### src/hdl/blt_pkg.sv
// ----------------------------------------------------------------------------
// blt_pkg
// Types, codes and byte classification shared by the line tokenizer.
// ----------------------------------------------------------------------------
`timescale 1ns / 1ps

package blt_pkg;

  // Byte class of the previous byte
  typedef enum logic [2:0] {
    CLS_NONE  = 3'd0,
    CLS_OP    = 3'd1,
    CLS_ALPHA = 3'd2,
    CLS_NUM   = 3'd3,
    CLS_SPACE = 3'd4,
    CLS_QUOTE = 3'd5
  } blt_class_t;

  // What to do with the byte
  typedef enum logic [1:0] {
    ACT_DISCARD = 2'd0,
    ACT_START   = 2'd1,
    ACT_APPEND  = 2'd2
  } blt_action_t;

  // Kind of a token that is opened
  typedef enum logic [1:0] {
    KIND_OP     = 2'd0,
    KIND_WORD   = 2'd1,
    KIND_NUMBER = 2'd2,
    KIND_STRING = 2'd3
  } blt_kind_t;

  // Character constants
  localparam logic [7:0] CH_QUOTE      = 8'h22;  // double quote
  localparam logic [7:0] CH_APOSTROPHE = 8'h27;
  localparam logic [7:0] CH_DOT        = 8'h2E;
  localparam logic [7:0] CH_UNDERSCORE = 8'h5F;
  localparam logic [7:0] CH_SPACE      = 8'h20;
  localparam logic [7:0] CH_TAB        = 8'h09;
  localparam logic [7:0] CH_CR         = 8'h0D;
  localparam logic [7:0] CH_LT         = 8'h3C;
  localparam logic [7:0] CH_EQ         = 8'h3D;
  localparam logic [7:0] CH_GT         = 8'h3E;

  // Input beat
  typedef struct packed {
    logic [7:0] char_code;
    logic       line_start;
  } blt_in_t;

  // Result beat
  typedef struct packed {
    blt_action_t action;
    logic [7:0]  char_out;
    blt_kind_t   token_kind;
  } blt_out_t;

  // Tokenizer state carried from byte to byte
  typedef struct packed {
    blt_class_t last_class;
    logic       in_comment;
    logic [7:0] first_operator_char;
    logic       operator_single;
  } blt_state_t;

  localparam blt_state_t STATE_RESET = '{
    last_class:          CLS_NONE,
    in_comment:          1'b0,
    first_operator_char: 8'h00,
    operator_single:     1'b0
  };

  // Classify one byte
  function automatic blt_class_t classify(input logic [7:0] c);
    blt_class_t cls;
    if (c == CH_QUOTE) begin
      cls = CLS_QUOTE;
    end else if (c == CH_SPACE || (c >= CH_TAB && c <= CH_CR)) begin
      cls = CLS_SPACE;
    end else if ((c >= 8'h41 && c <= 8'h5A) || (c >= 8'h61 && c <= 8'h7A) ||
                 c == CH_UNDERSCORE) begin
      cls = CLS_ALPHA;
    end else if (c >= 8'h30 && c <= 8'h39) begin
      cls = CLS_NUM;
    end else begin
      cls = CLS_OP;
    end
    return cls;
  endfunction

  // Two-byte operators: <= << <> >> >=
  function automatic logic pair_merges(input logic [7:0] a, input logic [7:0] b);
    logic m;
    if (a == CH_LT) begin
      m = (b == CH_EQ) || (b == CH_LT) || (b == CH_GT);
    end else if (a == CH_GT) begin
      m = (b == CH_GT) || (b == CH_EQ);
    end else begin
      m = 1'b0;
    end
    return m;
  endfunction

  // Token kind for a class that opens a token
  function automatic blt_kind_t kind_of(input blt_class_t cls);
    blt_kind_t k;
    unique case (cls)
      CLS_ALPHA: k = KIND_WORD;
      CLS_NUM:   k = KIND_NUMBER;
      CLS_QUOTE: k = KIND_STRING;
      default:   k = KIND_OP;
    endcase
    return k;
  endfunction

endpackage

### src/hdl/blt_step.sv
// ----------------------------------------------------------------------------
// blt_step
// Per-byte decision logic: result beat and next tokenizer state.
// ----------------------------------------------------------------------------
`timescale 1ns / 1ps

module blt_step
  import blt_pkg::*;
(
  input  blt_state_t cur_state,
  input  blt_in_t    item,
  output blt_out_t   result,
  output blt_state_t next_state
);

  blt_state_t st;
  blt_class_t cls;

  // Clear the state at the first byte of a line
  assign st  = item.line_start ? STATE_RESET : cur_state;
  assign cls = classify(item.char_code);

  // Decide the action and update the state
  always_comb begin
    next_state        = st;
    result.action     = ACT_DISCARD;
    result.char_out   = item.char_code;
    result.token_kind = KIND_OP;
    priority if (st.in_comment) begin
      result.action = ACT_DISCARD;
    end else if (st.last_class == CLS_QUOTE) begin
      // inside a string: everything is content, the closing quote ends it
      result.action = ACT_APPEND;
      if (item.char_code == CH_QUOTE) begin
        next_state.last_class = CLS_NONE;
      end
    end else if (item.char_code == CH_APOSTROPHE) begin
      next_state.in_comment = 1'b1;
    end else if (cls == CLS_SPACE) begin
      next_state.last_class = CLS_SPACE;
    end else if (cls == CLS_NUM && st.last_class == CLS_ALPHA) begin
      result.action = ACT_APPEND;
    end else if (item.char_code == CH_DOT && st.last_class == CLS_NUM) begin
      result.action = ACT_APPEND;
    end else if (cls != st.last_class) begin
      result.action     = ACT_START;
      result.token_kind = kind_of(cls);
      next_state.last_class = cls;
      if (cls == CLS_OP) begin
        next_state.first_operator_char = item.char_code;
        next_state.operator_single     = 1'b1;
      end
    end else if (cls == CLS_OP) begin
      // merge a two-byte operator, otherwise open a fresh one
      if (st.operator_single && pair_merges(st.first_operator_char, item.char_code)) begin
        result.action              = ACT_APPEND;
        next_state.operator_single = 1'b0;
      end else begin
        result.action                  = ACT_START;
        next_state.first_operator_char = item.char_code;
        next_state.operator_single     = 1'b1;
      end
    end else begin
      result.action = ACT_APPEND;
    end
  end

endmodule

### src/hdl/basic_line_tokenizer.sv
// ----------------------------------------------------------------------------
// basic_line_tokenizer
// Byte-at-a-time tokenizer for line-oriented BASIC-style source text.
// ----------------------------------------------------------------------------
// Usage:
//   src_* carries one source byte per beat (char_code) with line_start set on
//   the first byte of each line. tok_* returns exactly one beat per source
//   byte: action (discard, start token, append), the byte echoed in char_out
//   and, on a token start, its kind.
//   Path: an accepted byte waits in the input register and moves into the
//   result register when that is free or being emptied; tok_* shows it there.
//   Throughput: one byte per cycle while tok_ready is high. The tokenizer
//   state loop (class, comment flag, open operator) closes through the
//   decision logic between the input register and the result register.
//   Stalls: while tok_ready is low the result beat holds, the input register
//   keeps one byte, and src_ready drops once both are full.
//   Reset (rst, synchronous): both registers empty, state back to no class,
//   no comment, no open operator.
// ----------------------------------------------------------------------------
`timescale 1ns / 1ps

module basic_line_tokenizer
  import blt_pkg::*;
(
  input  logic     clk,
  input  logic     rst,
  input  logic     src_valid,
  output logic     src_ready,
  input  blt_in_t  src_data,
  output logic     tok_valid,
  input  logic     tok_ready,
  output blt_out_t tok_data
);

  logic       hold_valid;
  blt_in_t    hold_data;
  blt_state_t state;
  blt_state_t state_next;
  blt_out_t   step_result;
  logic       advance;

  // Move a byte on when the result register is free or being emptied
  assign advance   = hold_valid && (!tok_valid || tok_ready);
  assign src_ready = !hold_valid || advance;

  blt_step u_step (
    .cur_state  (state),
    .item       (hold_data),
    .result     (step_result),
    .next_state (state_next)
  );

  // Input register
  always_ff @(posedge clk) begin
    if (rst) begin
      hold_valid <= 1'b0;
    end else if (src_ready) begin
      hold_valid <= src_valid;
    end
  end

  always_ff @(posedge clk) begin
    if (src_valid && src_ready) begin
      hold_data <= src_data;
    end
  end

  // Tokenizer state
  always_ff @(posedge clk) begin
    if (rst) begin
      state <= STATE_RESET;
    end else if (advance) begin
      state <= state_next;
    end
  end

  // Result register
  always_ff @(posedge clk) begin
    if (rst) begin
      tok_valid <= 1'b0;
    end else if (advance) begin
      tok_valid <= 1'b1;
    end else if (tok_ready) begin
      tok_valid <= 1'b0;
    end
  end

  always_ff @(posedge clk) begin
    if (advance) begin
      tok_data <= step_result;
    end
  end

`ifndef SYNTH
  // A byte that moves on always lands in the result register
  a_advance_fills : assert property (@(posedge clk) disable iff (rst)
    advance |=> tok_valid)
    else $error("advanced byte did not reach the result register");

  // A held byte stays put while the result side is stalled
  a_hold_stable : assert property (@(posedge clk) disable iff (rst)
    (hold_valid && !advance) |=> (hold_valid && $stable(hold_data)))
    else $error("held byte changed while stalled");

  // Bytes inside an open string are always appended
  a_string_append : assert property (@(posedge clk) disable iff (rst)
    (advance && !hold_data.line_start && !state.in_comment &&
     state.last_class == CLS_QUOTE) |=> (tok_data.action == ACT_APPEND))
    else $error("string byte not appended");

  // A kind other than operator is reported only on a token start
  a_kind_on_start : assert property (@(posedge clk) disable iff (rst)
    (tok_valid && tok_data.action != ACT_START) |-> (tok_data.token_kind == KIND_OP))
    else $error("token kind set without a token start");
`endif

endmodule
### config.mk
export PLATFORM = sky130hd
export DESIGN_NAME = basic_line_tokenizer
export DESIGN_NICKNAME = d
export VERILOG_FILES = /design/src/hdl/blt_pkg.sv /design/src/hdl/blt_step.sv /design/src/hdl/basic_line_tokenizer.sv
export SDC_FILE = /design/constraint.sdc
export NUM_CORES = 1
export LEC_CHECK = 0
export BUFFER_PORTS_ARGS = -buffer_cell sky130_fd_sc_hd__buf_2
export CORE_UTILIZATION = 40
export CTS_BUF_LIST = sky130_fd_sc_hd__clkbuf_8
export DETAILED_ROUTE_END_ITERATION = 8
export SYNTH_ARGS = -nofsm -noshare
export SYNTH_HDL_FRONTEND = slang
export SYNTH_SLANG_ARGS = --single-unit
### constraint.sdc
create_clock -name clk -period 4.1 [get_ports clk]
set_input_delay 0.615 -clock clk [delete_from_list [all_inputs] [get_ports clk]]
set_output_delay 0.615 -clock clk [all_outputs]
set_load 0.02 [all_outputs]
==> metrics.cfg, run 1 <==
[run_status]
status=completed

[timing]
skew_ns=0.00711
setup_viol=0
fmax_mhz=334
hold_viol_final=0
final_max_slew_viol_count=0
layout_min_cycle_time_ns=2.99
setup_slack_ns=1.11
period_share=0.730
final.setup.tns_ns=0
hold_ws_ns=0.481
tightest_slew_ns=0.556
slew_headroom=0.629
rsz0062_at_grt=no

[critical_path]
critPathKind=flip-flop to flip-flop
startpoint_type=flip-flop
cp.required_ns=4.14
critical_path_arrival_ns=3.04
crit_path_end_kind=flip-flop
r2r_setup_slack_ns=1.11
worst-path-max-fanout=17
reg2reg_depth=7
crit_end=tok_data[10]
r2r_start=hold_data[3]
r2r-end=tok_data[10]
crit_start=hold_data[3]

[synth]
syn_area_um2=1990
synth_top_family_by_area=simple AND/OR/NAND/NOR gates
synth-seq-cells=36
synth_top_cell_by_area=edfxtp_1
muxShareOfSynthArea=0.0202
yosys_most_used_dff=edfxtp_1
synth_adder_area_share=0
synthXorXnorAreaFrac=0
ys_warn_count=0
synth_edf_count=21
synthTopCellsByArea=edfxtp_1, dfxtp_1, nor2_1
synth-simple-area-share=0.309
syn_nets=222
synth-compound-area-share=0.172
synth.top_cell.area_share=0.318
synthDistinctLibCells=44
synthArstFlopShare=0
synth_area_per_cell_um2=9.50
synth.yosys.seq_area_share=0.469
syn_inst=209

[power]
p_leak_nw=0.826
finalPower_uw=817
ir_drop_v=0.000229
powerDensity_nw_per_um2=361

[floorplan]
fp.coreArea_um2=4750
die_w_um=72.5
die_h_um=72.5
num_io_pins=27
initial_utilization=0.418
die_area_um2=5250
std_cell_rows=25

[clocking]
root_buffer=clkbuf_8
cts_max_level=2
cts.clk_slew.worst_paths_ns=0.07
cts_tree=yes
cts_resized=0
clock_path_buffers=2
cts_setup_buffers=0
numCtsBuffers=5
numClockSinks=36
cts_hold_buf=0
clock_latency_ns=0.29

[place]
placement.io_buffers=26
place_area_um2=2150
post-place-ws_ns=1.16
post-dp-hpwl_um=3420
dp.cells=291
globalplace.congestion=0.843

[global_routing]
grt_use_met1=0.263
grt_pass1_vias=1554
top_usage_layer=met2
antenna_found_initial=0
grt_pass1_wl_um=7650
grt_start_max_net_pins=18
grt_usage=0.194
use_met3=0.0431
grt_overflow=0
use_met2=0.299

[route]
ant_nets=0
vias=1729
firstDrtPassIters=4
routed_wl_um=4760
route.detailed.drc=0
drt_iter0_drc=195
routed_via_density=5.78
wire_per_inst_um=15.9

[cells_and_area]
stdcell_area_um2=2260
area_growth_pct=13.9
diodes=0
drive_gt1_frac=0.172
fillers=470
nets=244
final_core_util=0.476
finalNonFillerCells=299

[min_path]
min_path_type=flip-flop to flip-flop

[flow_run]
cap_viol_max_count=0

## cell type report
class,count,area [µm²],area share
Sequential cell,36,931,0.412
Inverter,2,7.51,0.00332
Multi-Input combinational cell,159,995,0.440
Clock buffer,5,68.8,0.0304
Tap cell,67,83.8,0.0371
Clock inverter,3,38.8,0.0171
Timing Repair Buffer,27,138,0.0608
## where the power goes
| group | switching, mW | internal, mW |
|---|---|---|
| sequential | 0.0251 | 0.402 |
| combinational | 0.0515 | 0.0358 |
| clock | 0.125 | 0.178 |
## flip-flops by register name (all words and copies together) (netlist names)
register    count
state          13
tok_data       12
hold_valid      1
tok_valid       1
hold_data       9
## per-layer routing
layer  wire length, µm  vias to the layer above
li1                  -                      838
met1              2230                      810
met2              2190                       74
met3               276                        7
met4                67                        0
met5                 0                        -
## worst min path at each step
stage | cells past startpoint | slack (ns) | startpoint | endpoint
after global routing | 1 | 0.48 | src_data[4] | hold_data[4]
final | 2 | 0.48 | state[1] | state[1]
after detailed placement | 2 | 0.47 | state[1] | state[1]
after global placement | 2 | 0.47 | state[1] | state[1]
after floorplan | 2 | 0.44 | state[1] | state[1]
after CTS | 2 | 0.48 | state[1] | state[1]
## critical path, cell delays in order (launching register included)
cell      delay, ns
edfxtp_1       0.63
or4_1          0.60
nor2_1         0.19
nor3_1         0.07
or4_1          0.52
a31oi_1        0.32
o21ai_0        0.22
and2_1         0.20
## synth_stat cells (4+ instances only)
master    instances
edfxtp_1         21
nor2_1           21
nand2_1          19
dfxtp_1          15
nand2b_1         12
a21oi_1          11
clkbuf_1         10
o21ai_0           9
nor2b_1           6
nor3_1            6
nor4_1            6
and3_1            5
nand3_1           5
and2_1            4
mux2i_1           4
nor3b_1           4
or3_1             4
## placed cells by master, fill, tap and decap left out, drive strengths merged, types with 4 or more instances in the layout
master	count
and2	4
buf	27
nand2b	12
o21ai	9
nor4	6
dfxtp	15
nor2b	6
edfxtp	21
nor2	21
a21oi	11
nor3	6
nor3b	4
or3	6
and3	5
nand2	19
nand3	5
clkbuf	5
mux2i	4
## cells by family after synthesis
group           count (synthesis)
buf+inv                        14
flops                          36
simple gates                  109
mux                             4
compound gates                 46
Note: power is estimated with default switching activity, not from simulation.
==> run 2: changes to the inputs <==
- clock period: 4.1 -> 3 ns (I/O delays scaled with it)
==> run 2 against run 1 <==
Compared with the run above: count of clock-buffer cells in the layout up 1; sequential cell count unchanged; wire length up 3.9%; register-to-register slack worse by 0.92 ns; critical path type unchanged; sequential share of layout area down 1.6 points; cell count up 3.7%.
==> metrics.cfg, run 2 (synthesized netlist as in run 1, its figures left out) <==
[clocking]
cts.clk_slew.worst_paths_ns=0.07  ; about the same
numCtsBuffers=5  ; unchanged
cts_max_level=2  ; unchanged
cts_setup_buffers=0  ; unchanged
cts_hold_buf=0  ; unchanged
clock_path_buffers=2  ; unchanged
clock_latency_ns=0.29  ; about the same
cts_tree=yes  ; unchanged
cts_resized=0  ; unchanged
root_buffer=clkbuf_8  ; unchanged
numClockSinks=36  ; unchanged

[timing]
fmax_mhz=355  ; was 334 MHz
rsz0062_at_grt=no  ; unchanged
final_max_slew_viol_count=0  ; unchanged
final.setup.tns_ns=0  ; unchanged
slew_headroom=0.651  ; was 0.629
hold_ws_ns=0.330  ; was 0.481 ns
period_share=0.939  ; was 0.730
skew_ns=0.00653  ; was 0.00711 ns
layout_min_cycle_time_ns=2.82  ; was 2.99 ns
hold_viol_final=0  ; unchanged
tightest_slew_ns=0.523  ; was 0.556 ns
setup_viol=0  ; unchanged

[route]
routed_via_density=5.84  ; was 5.78
wire_per_inst_um=16.0  ; was 15.9 µm
firstDrtPassIters=6  ; was 4
ant_nets=0  ; unchanged
routed_wl_um=4950  ; was 4760 µm
route.detailed.drc=0  ; unchanged
drt_iter0_drc=263  ; was 195
vias=1811  ; was 1,729

[floorplan]
std_cell_rows=25  ; unchanged
die_h_um=72.5  ; unchanged
num_io_pins=27  ; unchanged
die_area_um2=5250  ; unchanged
fp.coreArea_um2=4750  ; unchanged
die_w_um=72.5  ; unchanged
initial_utilization=0.418  ; unchanged

[critical_path]
critical_path_arrival_ns=3.00  ; was 3.04 ns
startpoint_type=flip-flop  ; unchanged
critPathKind=flip-flop to flip-flop  ; unchanged
crit_path_end_kind=flip-flop  ; unchanged
worst-path-max-fanout=9  ; was 17
cp.required_ns=3.18  ; was 4.14 ns

[cells_and_area]
nets=255  ; was 244
largest_reg_flops=13  ; unchanged
area_growth_pct=18.5  ; was 13.9%
reg_top3=state x13, tok_data x12, hold_data x9  ; unchanged
layout_common_cells=buf_2, nor2_1, edfxtp_1, nand2_1, dfxtp_1  ; unchanged
drive_gt1_frac=0.210  ; was 0.172
layout_commonest_cell=buf_2  ; unchanged
largest-register=state  ; unchanged
diodes=0  ; unchanged
finalNonFillerCells=310  ; was 299
fillers=456  ; was 470

[min_path]
min_path_type=input pin to flip-flop  ; was flip-flop to flip-flop

[run_status]
status=completed  ; unchanged

[global_routing]
grt_usage=0.207  ; was 0.194
grt_start_max_net_pins=18  ; unchanged
grt_overflow=0  ; unchanged
grt_pass1_vias=1593  ; was 1,554
antenna_found_initial=0  ; unchanged
grt_pass1_wl_um=8110  ; was 7650 µm

[power]
p_leak_nw=0.879  ; was 0.826 nW
ir_drop_v=0.000225  ; was 0.000229 V
powerDensity_nw_per_um2=492  ; was 361 nW/µm²

[place]
post-dp-hpwl_um=3640  ; was 3420 µm
dp.cells=302  ; was 291
globalplace.congestion=0.897  ; was 0.843
placement.io_buffers=26  ; unchanged

[flow_run]
cap_viol_max_count=0  ; unchanged

run 2: cell count changes in the layout (fill, tap and decap cells not counted), sizes merged:
cell,change
buf,+11
clkbuf,+1
inv,-1
run 2: cell type report:
| type | count | area (µm²) | share of cell area |
|---|---|---|---|
| clock buffers | 6 | 82.6 | 0.0351 |
| clock inverters | 2 | 33.8 | 0.0144 |
| inverters | 2 | 7.51 | 0.00319 |
| multi-input cells | 159 | 995 | 0.423 |
| flip-flops and latches | 36 | 931 | 0.396 |
| well taps | 67 | 83.8 | 0.0356 |
| repair buffers | 38 | 220 | 0.0936 |
run 2: metrics by stage:
step / area, µm² / power [mW] / worst slack [ns] / util
2_1_floorplan: 1990 / 0.673 / 0.360 / -
3_3_place_gp: 2240 / 0.727 / 0.221 / 0.471
3_5_place_dp: 2240 / 0.726 / 0.209 / 0.471
4_1_cts: 2350 / 1.17 / 0.199 / 0.495
5_1_grt: 2350 / 1.20 / 0.0788 / 0.495
6_report: 2350 / 1.16 / 0.184 / 0.495
run 2: final timing paths:
kind | from | slack, ns | endpoint | cells after the start
worst max-delay path | hold_data[8] | 0.18 | state[4] | 7
worst max register to register | hold_data[8] | 0.18 | state[4] | 7
worst min-delay path | src_data[2] | 0.33 | hold_data[2] | 1
worst min register to register | state[1] | 0.48 | state[1] | 2
run 2: metal layers:
metal	vias to the layer above	global-route usage	routed length (µm)	part of all wire
met5	-	0	0	0
met3	19	0.0486	367	0.074
met4	0	0.0893	137	0.028
li1	865	-	-	-
met2	108	0.308	2230	0.45
met1	819	0.286	2220	0.45
run 2: worst max-delay path, stage by stage (launching register included):
cell	delay [ns]
edfxtp_1	0.39
or3_4	0.43
or3_4	0.43
o32ai_4	0.21
mux2i_1	0.16
o211a_1	0.25
or3_1	0.53
a32o_1	0.32
run 2: report_power, final:
| part | internal (mW) | switching, mW | leakage (nW) |
|---|---|---|---|
| clock | 0.268 | 0.173 | 0.0588 |
| sequential | 0.549 | 0.0208 | 0.323 |
| combinational | 0.0595 | 0.0886 | 0.498 |
| total | 0.876 | 0.283 | 0.879 |
